### config.mk
export PLATFORM = sky130hd
export DESIGN_NAME = rwm_ctrl
export DESIGN_NICKNAME = d
export VERILOG_FILES = /design/src/hw/rtl/rwm_pkg.sv /design/src/hw/rtl/rwm_ctrl.sv
export SDC_FILE = /design/constraint.sdc
export NUM_CORES = 1
export LEC_CHECK = 0
export ABC_AREA = 0
export BUFFER_PORTS_ARGS = -buffer_cell sky130_fd_sc_hd__buf_2
export CORE_AREA = 5 5 42 44
export CTS_BUF_LIST = sky130_fd_sc_hd__clkbuf_8
export DETAILED_ROUTE_END_ITERATION = 10
export DIE_AREA = 0 0 47 49
export HOLD_SLACK_MARGIN = 0.1
export SLEW_MARGIN = 10
export SYNTH_ARGS = -nofsm -noshare
export SYNTH_HDL_FRONTEND = slang
export SYNTH_SLANG_ARGS = --single-unit
### constraint.sdc
create_clock -name clk -period 2.4 [get_ports clk]
set_input_delay 0.48 -clock clk [delete_from_list [all_inputs] [get_ports clk]]
set_output_delay 0.48 -clock clk [all_outputs]
set_load 0.01 [all_outputs]
### src/hw/rtl/rwm_pkg.sv
// shared constants, codes and control types for the raster window statistic
`timescale 1ns / 1ps
`default_nettype none
package rwm_pkg;
	localparam int MAX_WIDTH    = 1024;
	localparam int COL_BITS     = $clog2(MAX_WIDTH);
	localparam int WIDTH_BITS   = COL_BITS + 1;
	localparam int MAX_RADIUS   = 7;
	localparam int RAD_BITS     = 3;
	localparam int STORE_ROWS   = 2 * MAX_RADIUS + 1;
	localparam int SROW_BITS    = $clog2(STORE_ROWS);
	localparam int STORE_DEPTH  = STORE_ROWS * MAX_WIDTH;
	localparam int ADDR_BITS    = SROW_BITS + COL_BITS;
	localparam int SAMPLE_BITS  = 16;
	localparam int ROW_BITS     = 16;
	localparam int POS_ROW_BITS = ROW_BITS + 1;
	localparam int WIN_CELLS    = STORE_ROWS * STORE_ROWS;
	localparam int CNT_BITS     = $clog2(WIN_CELLS + 1);
	localparam int ACC_BITS     = SAMPLE_BITS + CNT_BITS;
	localparam int MODE_BITS    = 2;
	localparam int IDX_BITS     = 2;
	localparam int CFG_BITS     = 16;

	localparam logic [MODE_BITS-1:0] MODE_MAX = 2'd1;
	localparam logic [MODE_BITS-1:0] MODE_MIN = 2'd2;

	localparam logic [IDX_BITS-1:0] REG_MODE   = 2'd0;
	localparam logic [IDX_BITS-1:0] REG_WIDTH  = 2'd1;
	localparam logic [IDX_BITS-1:0] REG_HEIGHT = 2'd2;
	localparam logic [IDX_BITS-1:0] REG_RADIUS = 2'd3;

	typedef struct packed {
		logic accept;
		logic setup;
		logic win_init;
		logic scan;
		logic div_start;
		logic load_out;
		logic next_col;
		logic pos_update;
	} cmd_t;

	typedef struct packed {
		logic ignore;
		logic has_out;
		logic scan_last;
		logic is_mean;
		logic div_done;
		logic out_free;
		logic res_last;
	} status_t;
endpackage
`default_nettype wire

### src/hw/rtl/rwm_ctrl.sv
// controller: sequences one input beat through store write, window scans and results
`timescale 1ns / 1ps
`default_nettype none
module rwm_ctrl
	import rwm_pkg::*;
(
	input  wire logic    clk,
	input  wire logic    arst_n,
	input  wire logic    in_valid,
	output logic         in_ready,
	input  wire status_t status,
	output cmd_t         cmd
);
	localparam logic [3:0] S_IDLE   = 4'd0;
	localparam logic [3:0] S_CHECK  = 4'd1;
	localparam logic [3:0] S_WSTART = 4'd2;
	localparam logic [3:0] S_SCAN   = 4'd3;
	localparam logic [3:0] S_DRAIN  = 4'd4;
	localparam logic [3:0] S_DIVS   = 4'd5;
	localparam logic [3:0] S_DIVW   = 4'd6;
	localparam logic [3:0] S_RESULT = 4'd7;
	localparam logic [3:0] S_POS    = 4'd8;

	logic [3:0] state_q;
	logic [3:0] state_d;

	assign in_ready = (state_q == S_IDLE);

	always_comb begin
		state_d = state_q;
		cmd     = '0;
		unique case (state_q)
			S_IDLE: begin
				cmd.accept = in_valid;
				if (in_valid) state_d = S_CHECK;
			end
			S_CHECK: begin
				if (status.ignore) begin
					state_d = S_IDLE;
				end else begin
					cmd.setup = 1'b1;
					state_d   = status.has_out ? S_WSTART : S_POS;
				end
			end
			S_WSTART: begin
				cmd.win_init = 1'b1;
				state_d      = S_SCAN;
			end
			S_SCAN: begin
				cmd.scan = 1'b1;
				if (status.scan_last) state_d = S_DRAIN;
			end
			S_DRAIN: begin
				state_d = status.is_mean ? S_DIVS : S_RESULT;
			end
			S_DIVS: begin
				cmd.div_start = 1'b1;
				state_d       = S_DIVW;
			end
			S_DIVW: begin
				if (status.div_done) state_d = S_RESULT;
			end
			S_RESULT: begin
				if (status.out_free) begin
					cmd.load_out = 1'b1;
					if (status.res_last) begin
						state_d = S_POS;
					end else begin
						cmd.next_col = 1'b1;
						state_d      = S_WSTART;
					end
				end
			end
			S_POS: begin
				cmd.pos_update = 1'b1;
				state_d        = S_IDLE;
			end
			default: state_d = S_IDLE;
		endcase
	end

	always_ff @(posedge clk or negedge arst_n) begin
		if (!arst_n) state_q <= S_IDLE;
		else state_q <= state_d;
	end

`ifndef SYNTHESIS
	a_load_free: assert property (@(posedge clk) disable iff (!arst_n)
		cmd.load_out |-> status.out_free) else $error("result loaded into a full register");
	a_div_mean: assert property (@(posedge clk) disable iff (!arst_n)
		cmd.div_start |-> status.is_mean) else $error("divider started outside mean mode");
	a_scan_end: assert property (@(posedge clk) disable iff (!arst_n)
		(state_q == S_SCAN && status.scan_last) |=> state_q == S_DRAIN)
		else $error("window scan did not close");
`endif
endmodule
`default_nettype wire

* After elaboration in Yosys (flattened, before gate mapping) *
Index checks and enable logic that the tools add are counted.

storage, ports and cells
  input port bits = 10
  logic and storage cells = 34
  flip-flop bits (word level) = 4

cells by class
  multiplexer cells = 19
  reductions and logical operators = 2
  equality and inequality tests = 12

operators by type and width
  operator                                             number
  one-hot mux 4 bit (8 select lines)                   1
  two-way mux 4 bit                                    7
  equality test 4 x 3 -> 1 bit, second input constant  4
  equality test 4 x 2 -> 1 bit, second input constant  2
  two-way mux 1 bit                                    8
  inequality test 2 bit, second input constant         4
  two-way mux 2 bit                                    3
  equality test 4 x 1 -> 1 bit, second input constant  1
  equality test 4 bit, second input constant           1
  logical NOT 4 bit                                    1
  AND reduction 4 bit                                  1

* Longest topological paths before layout *
  depth in word-level cells = 3
  depth in mapped cells = 5
  gate-level depth less buffers = 4

* Worst setup path before layout *
No wires, ideal clock.

  kind = reg2out
  from = register state_q[0]
  to = output cmd[7] in the netlist's numbering
  data required time = 1.920 ns
  arrival time = 1.277 ns
  setup slack = 0.643 ns
  cell stages (with the launch flop) = 4
  cell sequence = dfrtp_1 buf_6 nor4_1 and2_1

RTL lines
  item                    RTL line        text
  from (decl)             rwm_ctrl.sv:24  logic [3:0] state_q;
  from (signal assigned)  rwm_ctrl.sv:84  else state_q <= state_d;
  to (decl)               rwm_ctrl.sv:12  output cmd_t cmd

==> impl_metrics.xml <==
<?xml version="1.0" encoding="UTF-8"?>
<metrics>
  <group name="timing">
    <metric name="report.final.hold_viol_count" unit="">0</metric>
    <metric name="layout_min_cycle_time" unit="ps">1870</metric>
    <metric name="tightest_slew" unit="ps">475</metric>
    <metric name="worst_slack" unit="ps">533</metric>
    <metric name="period_share" unit="">0.778</metric>
    <metric name="finalClockSkew" unit="ps">2.23</metric>
    <metric name="hold_ws" unit="ps">538</metric>
    <metric name="setup_viol" unit="">0</metric>
    <metric name="finalSetupTns" unit="ps">0</metric>
    <metric name="grt_setup_unrepaired" unit="">no</metric>
    <metric name="slew_violations" unit="">0</metric>
    <metric name="max_freq" unit="MHz">536</metric>
    <metric name="slew_headroom" unit="">0.683</metric>
  </group>
  <group name="detailed_routing">
    <metric name="post-route-drc-count" unit="">0</metric>
    <metric name="firstDrtPassIters" unit="">5</metric>
    <metric name="drtAntennaViolNets" unit="">0</metric>
    <metric name="via_per_inst" unit="">4.77</metric>
    <metric name="wl" unit="um">908</metric>
    <metric name="wire_per_inst" unit="um">11.5</metric>
    <metric name="dr.first_iter.drc_count" unit="">4</metric>
    <metric name="routed-via-count" unit="">377</metric>
  </group>
  <group name="cells_and_area">
    <metric name="num-nets-final" unit="">75</metric>
    <metric name="final_area" unit="sq um">510</metric>
    <metric name="layout.filler_cells" unit="">159</metric>
    <metric name="reg_top3" unit="">state_q: 4 flops</metric>
    <metric name="final_core_utilization" unit="">0.364</metric>
    <metric name="most_flops_register" unit="">state_q</metric>
    <metric name="layout-drive-gt1-share" unit="">0.429</metric>
    <metric name="final_instance_count_without_filler_cells" unit="">79</metric>
    <metric name="flip_flop_count_of_the_largest_register_after_layout" unit="">4</metric>
    <metric name="area_overhead_vs_synth" unit="%">36.9</metric>
    <metric name="num_antenna_cells" unit="">0</metric>
  </group>
  <group name="pwr">
    <metric name="p_seq_frac" unit="">0.316</metric>
    <metric name="finalPower" unit="mW">0.570</metric>
    <metric name="ir_worst_vdd" unit="uV">370</metric>
    <metric name="cell_internal_pwr" unit="mW">0.335</metric>
    <metric name="clockPowerShare" unit="">0.242</metric>
    <metric name="p_comb_frac" unit="">0.441</metric>
    <metric name="p_sw" unit="mW">0.234</metric>
    <metric name="p_leak" unit="nW">0.243</metric>
    <metric name="switching_share" unit="">0.411</metric>
    <metric name="power_density" unit="nW/um^2">1120</metric>
  </group>
  <group name="placed_design">
    <metric name="dpl-instance-area" unit="sq um">459</metric>
    <metric name="detailed_place_hpwl" unit="um">700</metric>
    <metric name="gpl.final_weighted_congestion" unit="">0.752</metric>
    <metric name="pre_cts_slack" unit="ps">756</metric>
    <metric name="place.detailed.instances" unit="">75</metric>
    <metric name="placement.io_buffers" unit="">18</metric>
  </group>
  <group name="floorplanning">
    <metric name="rows" unit="">14</metric>
    <metric name="boundaryPins" unit="">19</metric>
    <metric name="initial_utilization" unit="">0.266</metric>
    <metric name="core_region_area" unit="sq um">1400</metric>
    <metric name="die_w" unit="um">47</metric>
    <metric name="floorplan.die.height" unit="um">49</metric>
    <metric name="floorplan.die_area" unit="sq um">2300</metric>
  </group>
  <group name="run">
    <metric name="max_cap_violations" unit="">0</metric>
  </group>
  <group name="logic_synthesis">
    <metric name="synth-seq-area-share" unit="">0.268</metric>
    <metric name="synth_area_leaders" unit="">sky130_fd_sc_hd__dfrtp_1 (27%), sky130_fd_sc_hd__o41ai_4 (7.4%), sky130_fd_sc_hd__nand2_1 (7.0%), sky130_fd_sc_hd__nor4_4 (5.7%), sky130_fd_sc_hd__nor3_1 (4.0%)</metric>
    <metric name="yosysWarningCount" unit="">0</metric>
    <metric name="share_of_synthesized_flip_flops_with_an_asynchronous_set_or_reset" unit="">1.00</metric>
    <metric name="postSynthAreaPerCell" unit="sq um">8.47</metric>
    <metric name="postSynthRegisterBits" unit="">4</metric>
    <metric name="yosys.area.top_type" unit="">sky130_fd_sc_hd__dfrtp_1</metric>
    <metric name="synth_most_common_cell" unit="">sky130_fd_sc_hd__nand2_1</metric>
    <metric name="post_synth_inst_count" unit="">44</metric>
    <metric name="synthesis.nets" unit="">54</metric>
    <metric name="ys_types" unit="">26</metric>
    <metric name="yosys_most_used_dff" unit="">sky130_fd_sc_hd__dfrtp_1</metric>
    <metric name="ys_top_cells_by_count" unit="">sky130_fd_sc_hd__nand2_1 (7), sky130_fd_sc_hd__dfrtp_1 (4), sky130_fd_sc_hd__nor2_1 (4)</metric>
    <metric name="synth-edff-count" unit="">0</metric>
    <metric name="synth_area" unit="sq um">373</metric>
    <metric name="synth_top_cell_area_share" unit="">0.268</metric>
  </group>
  <group name="hold_path">
    <metric name="worst_min_path_class" unit="">primary input to flop</metric>
  </group>
  <group name="worst_setup_path">
    <metric name="critPathSlowestCell" unit="">sky130_fd_sc_hd__dfrtp_1</metric>
    <metric name="worst_ep_arrival_time" unit="ps">1390</metric>
    <metric name="worst_ep_required_time" unit="ps">1920</metric>
    <metric name="worstPathCellList" unit="">nand2_1, nor3_1, buf_2</metric>
    <metric name="start_kind" unit="">flop</metric>
    <metric name="worstPathMaxFanout" unit="">13</metric>
    <metric name="critPathMaxStageDelay" unit="ps">620</metric>
    <metric name="worst_path_dominant_cell_family" unit="">flip-flops</metric>
    <metric name="crit_buf_inv" unit="">1</metric>
    <metric name="worst_setup_path_end_kind" unit="">output port</metric>
    <metric name="path_class" unit="">flop to output port</metric>
  </group>
  <group name="clocking">
    <metric name="postCtsSetupBuffers" unit="">0</metric>
    <metric name="cts_tree" unit="">built</metric>
    <metric name="clock-root-buffer" unit="">sky130_fd_sc_hd__clkbuf_8</metric>
    <metric name="worst_setup_hold_path_clk_slew" unit="ps">30</metric>
    <metric name="hold_bufs_at_cts" unit="">1</metric>
    <metric name="htree_num_levels" unit="">1</metric>
    <metric name="cts_buffers" unit="">3</metric>
    <metric name="cts_max_path_buffers" unit="">2</metric>
    <metric name="post_cts.resized_instances" unit="">0</metric>
    <metric name="clock_latency" unit="ps">210</metric>
    <metric name="cts.sinks" unit="">4</metric>
  </group>
  <group name="grt">
    <metric name="grt_max_degree" unit="">14</metric>
    <metric name="grt_overflow_total" unit="">0</metric>
    <metric name="grt_first_pass_wirelength" unit="um">1570</metric>
    <metric name="via_count_of_the_first_global_routing_pass" unit="">375</metric>
    <metric name="grt_antenna_before_repair" unit="">0</metric>
    <metric name="globalRouteTotalUtil" unit="">0.0939</metric>
  </group>
  <group name="run_status">
    <metric name="outcome" unit="">finished clean</metric>
  </group>
</metrics>
[kinds of logic after synthesis]
group,Yosys count,synth area share
mux,1,0.0403
buf+inv,5,0.0839
compound gates,7,0.188
flops,4,0.268
simple gates,27,0.419
[tightest hold or removal path: cells and delay by family]
family / cells / cell delay, ps
buffers and inverters: 1 / 100
AO/OA/AOI/OAI: 1 / 70
AND/OR/NAND/NOR: 1 / 50
[power by group through the flow]
| stage | Clock, mW | Sequential, mW | Combinational [mW] |
|---|---|---|---|
| 2_1_floorplan | 0 | 0.114 | 0.270 |
| 3_5_place_dp | 0 | 0.181 | 0.252 |
| 6_report | 0.138 | 0.180 | 0.251 |
| 4_1_cts | 0.142 | 0.180 | 0.255 |
| 5_1_grt | 0.148 | 0.194 | 0.282 |
| 3_3_place_gp | 0 | 0.180 | 0.253 |
[area by class of cell]
type	count	area, sq um	share of cell area
multi-input combinational	35	241	0.473
sequential	4	100	0.196
timing repair buffer	19	100	0.196
inverter	2	7.51	0.0147
tap	16	20.0	0.0392
clock buffer	3	41.3	0.0809
[placed cells by master, fill, tap and decap left out]
| cell | count |
|---|---|
| sky130_fd_sc_hd__and3_2 | 1 |
| sky130_fd_sc_hd__buf_2 | 18 |
| sky130_fd_sc_hd__and2_1 | 1 |
| sky130_fd_sc_hd__a31oi_1 | 1 |
| sky130_fd_sc_hd__nor3b_1 | 1 |
| sky130_fd_sc_hd__or2_2 | 1 |
| sky130_fd_sc_hd__mux2_4 | 1 |
| sky130_fd_sc_hd__o21ai_0 | 1 |
| sky130_fd_sc_hd__dfrtp_1 | 4 |
| sky130_fd_sc_hd__o41ai_4 | 1 |
| sky130_fd_sc_hd__nor2b_1 | 2 |
| sky130_fd_sc_hd__nand3_1 | 1 |
| sky130_fd_sc_hd__dlygate4sd3_1 | 1 |
| sky130_fd_sc_hd__a21oi_1 | 1 |
| sky130_fd_sc_hd__o21a_1 | 1 |
| sky130_fd_sc_hd__nor4b_1 | 1 |
| sky130_fd_sc_hd__nor3_1 | 3 |
| sky130_fd_sc_hd__nor2_1 | 4 |
| sky130_fd_sc_hd__clkbuf_8 | 3 |
| sky130_fd_sc_hd__a221o_1 | 1 |
| sky130_fd_sc_hd__nand2b_1 | 2 |
| sky130_fd_sc_hd__nand2_1 | 7 |
| sky130_fd_sc_hd__nor4_1 | 2 |
| sky130_fd_sc_hd__nor4_4 | 1 |
| sky130_fd_sc_hd__inv_1 | 2 |
| sky130_fd_sc_hd__o21ai_2 | 1 |
[per-layer routing]
layer  share of wire  vias up  GRT usage
met1            0.44      166      0.124
met2            0.48       16      0.131
met3           0.076        0     0.0148
met4               0        0     0.0691
met5               0        -          0
li1                -      195          -
[path summary, 6_finish.rpt]
| check | endpoint | slack (ps) | depth (start not counted) | start |
|---|---|---|---|---|
| min | state_q[1] | 540 | 3 | status[5] |
| max | cmd[1] | 530 | 3 | state_q[2] |
| max reg2reg | state_q[0] | 790 | 4 | state_q[2] |
| min in group asynchronous | state_q[2] | 600 | 2 | arst_n |
| max in group asynchronous | state_q[1] | 1690 | 2 | arst_n |
| min reg2reg | state_q[2] | 640 | 1 | state_q[3] |
No activity file was read; power rests on OpenSTA's default activity.
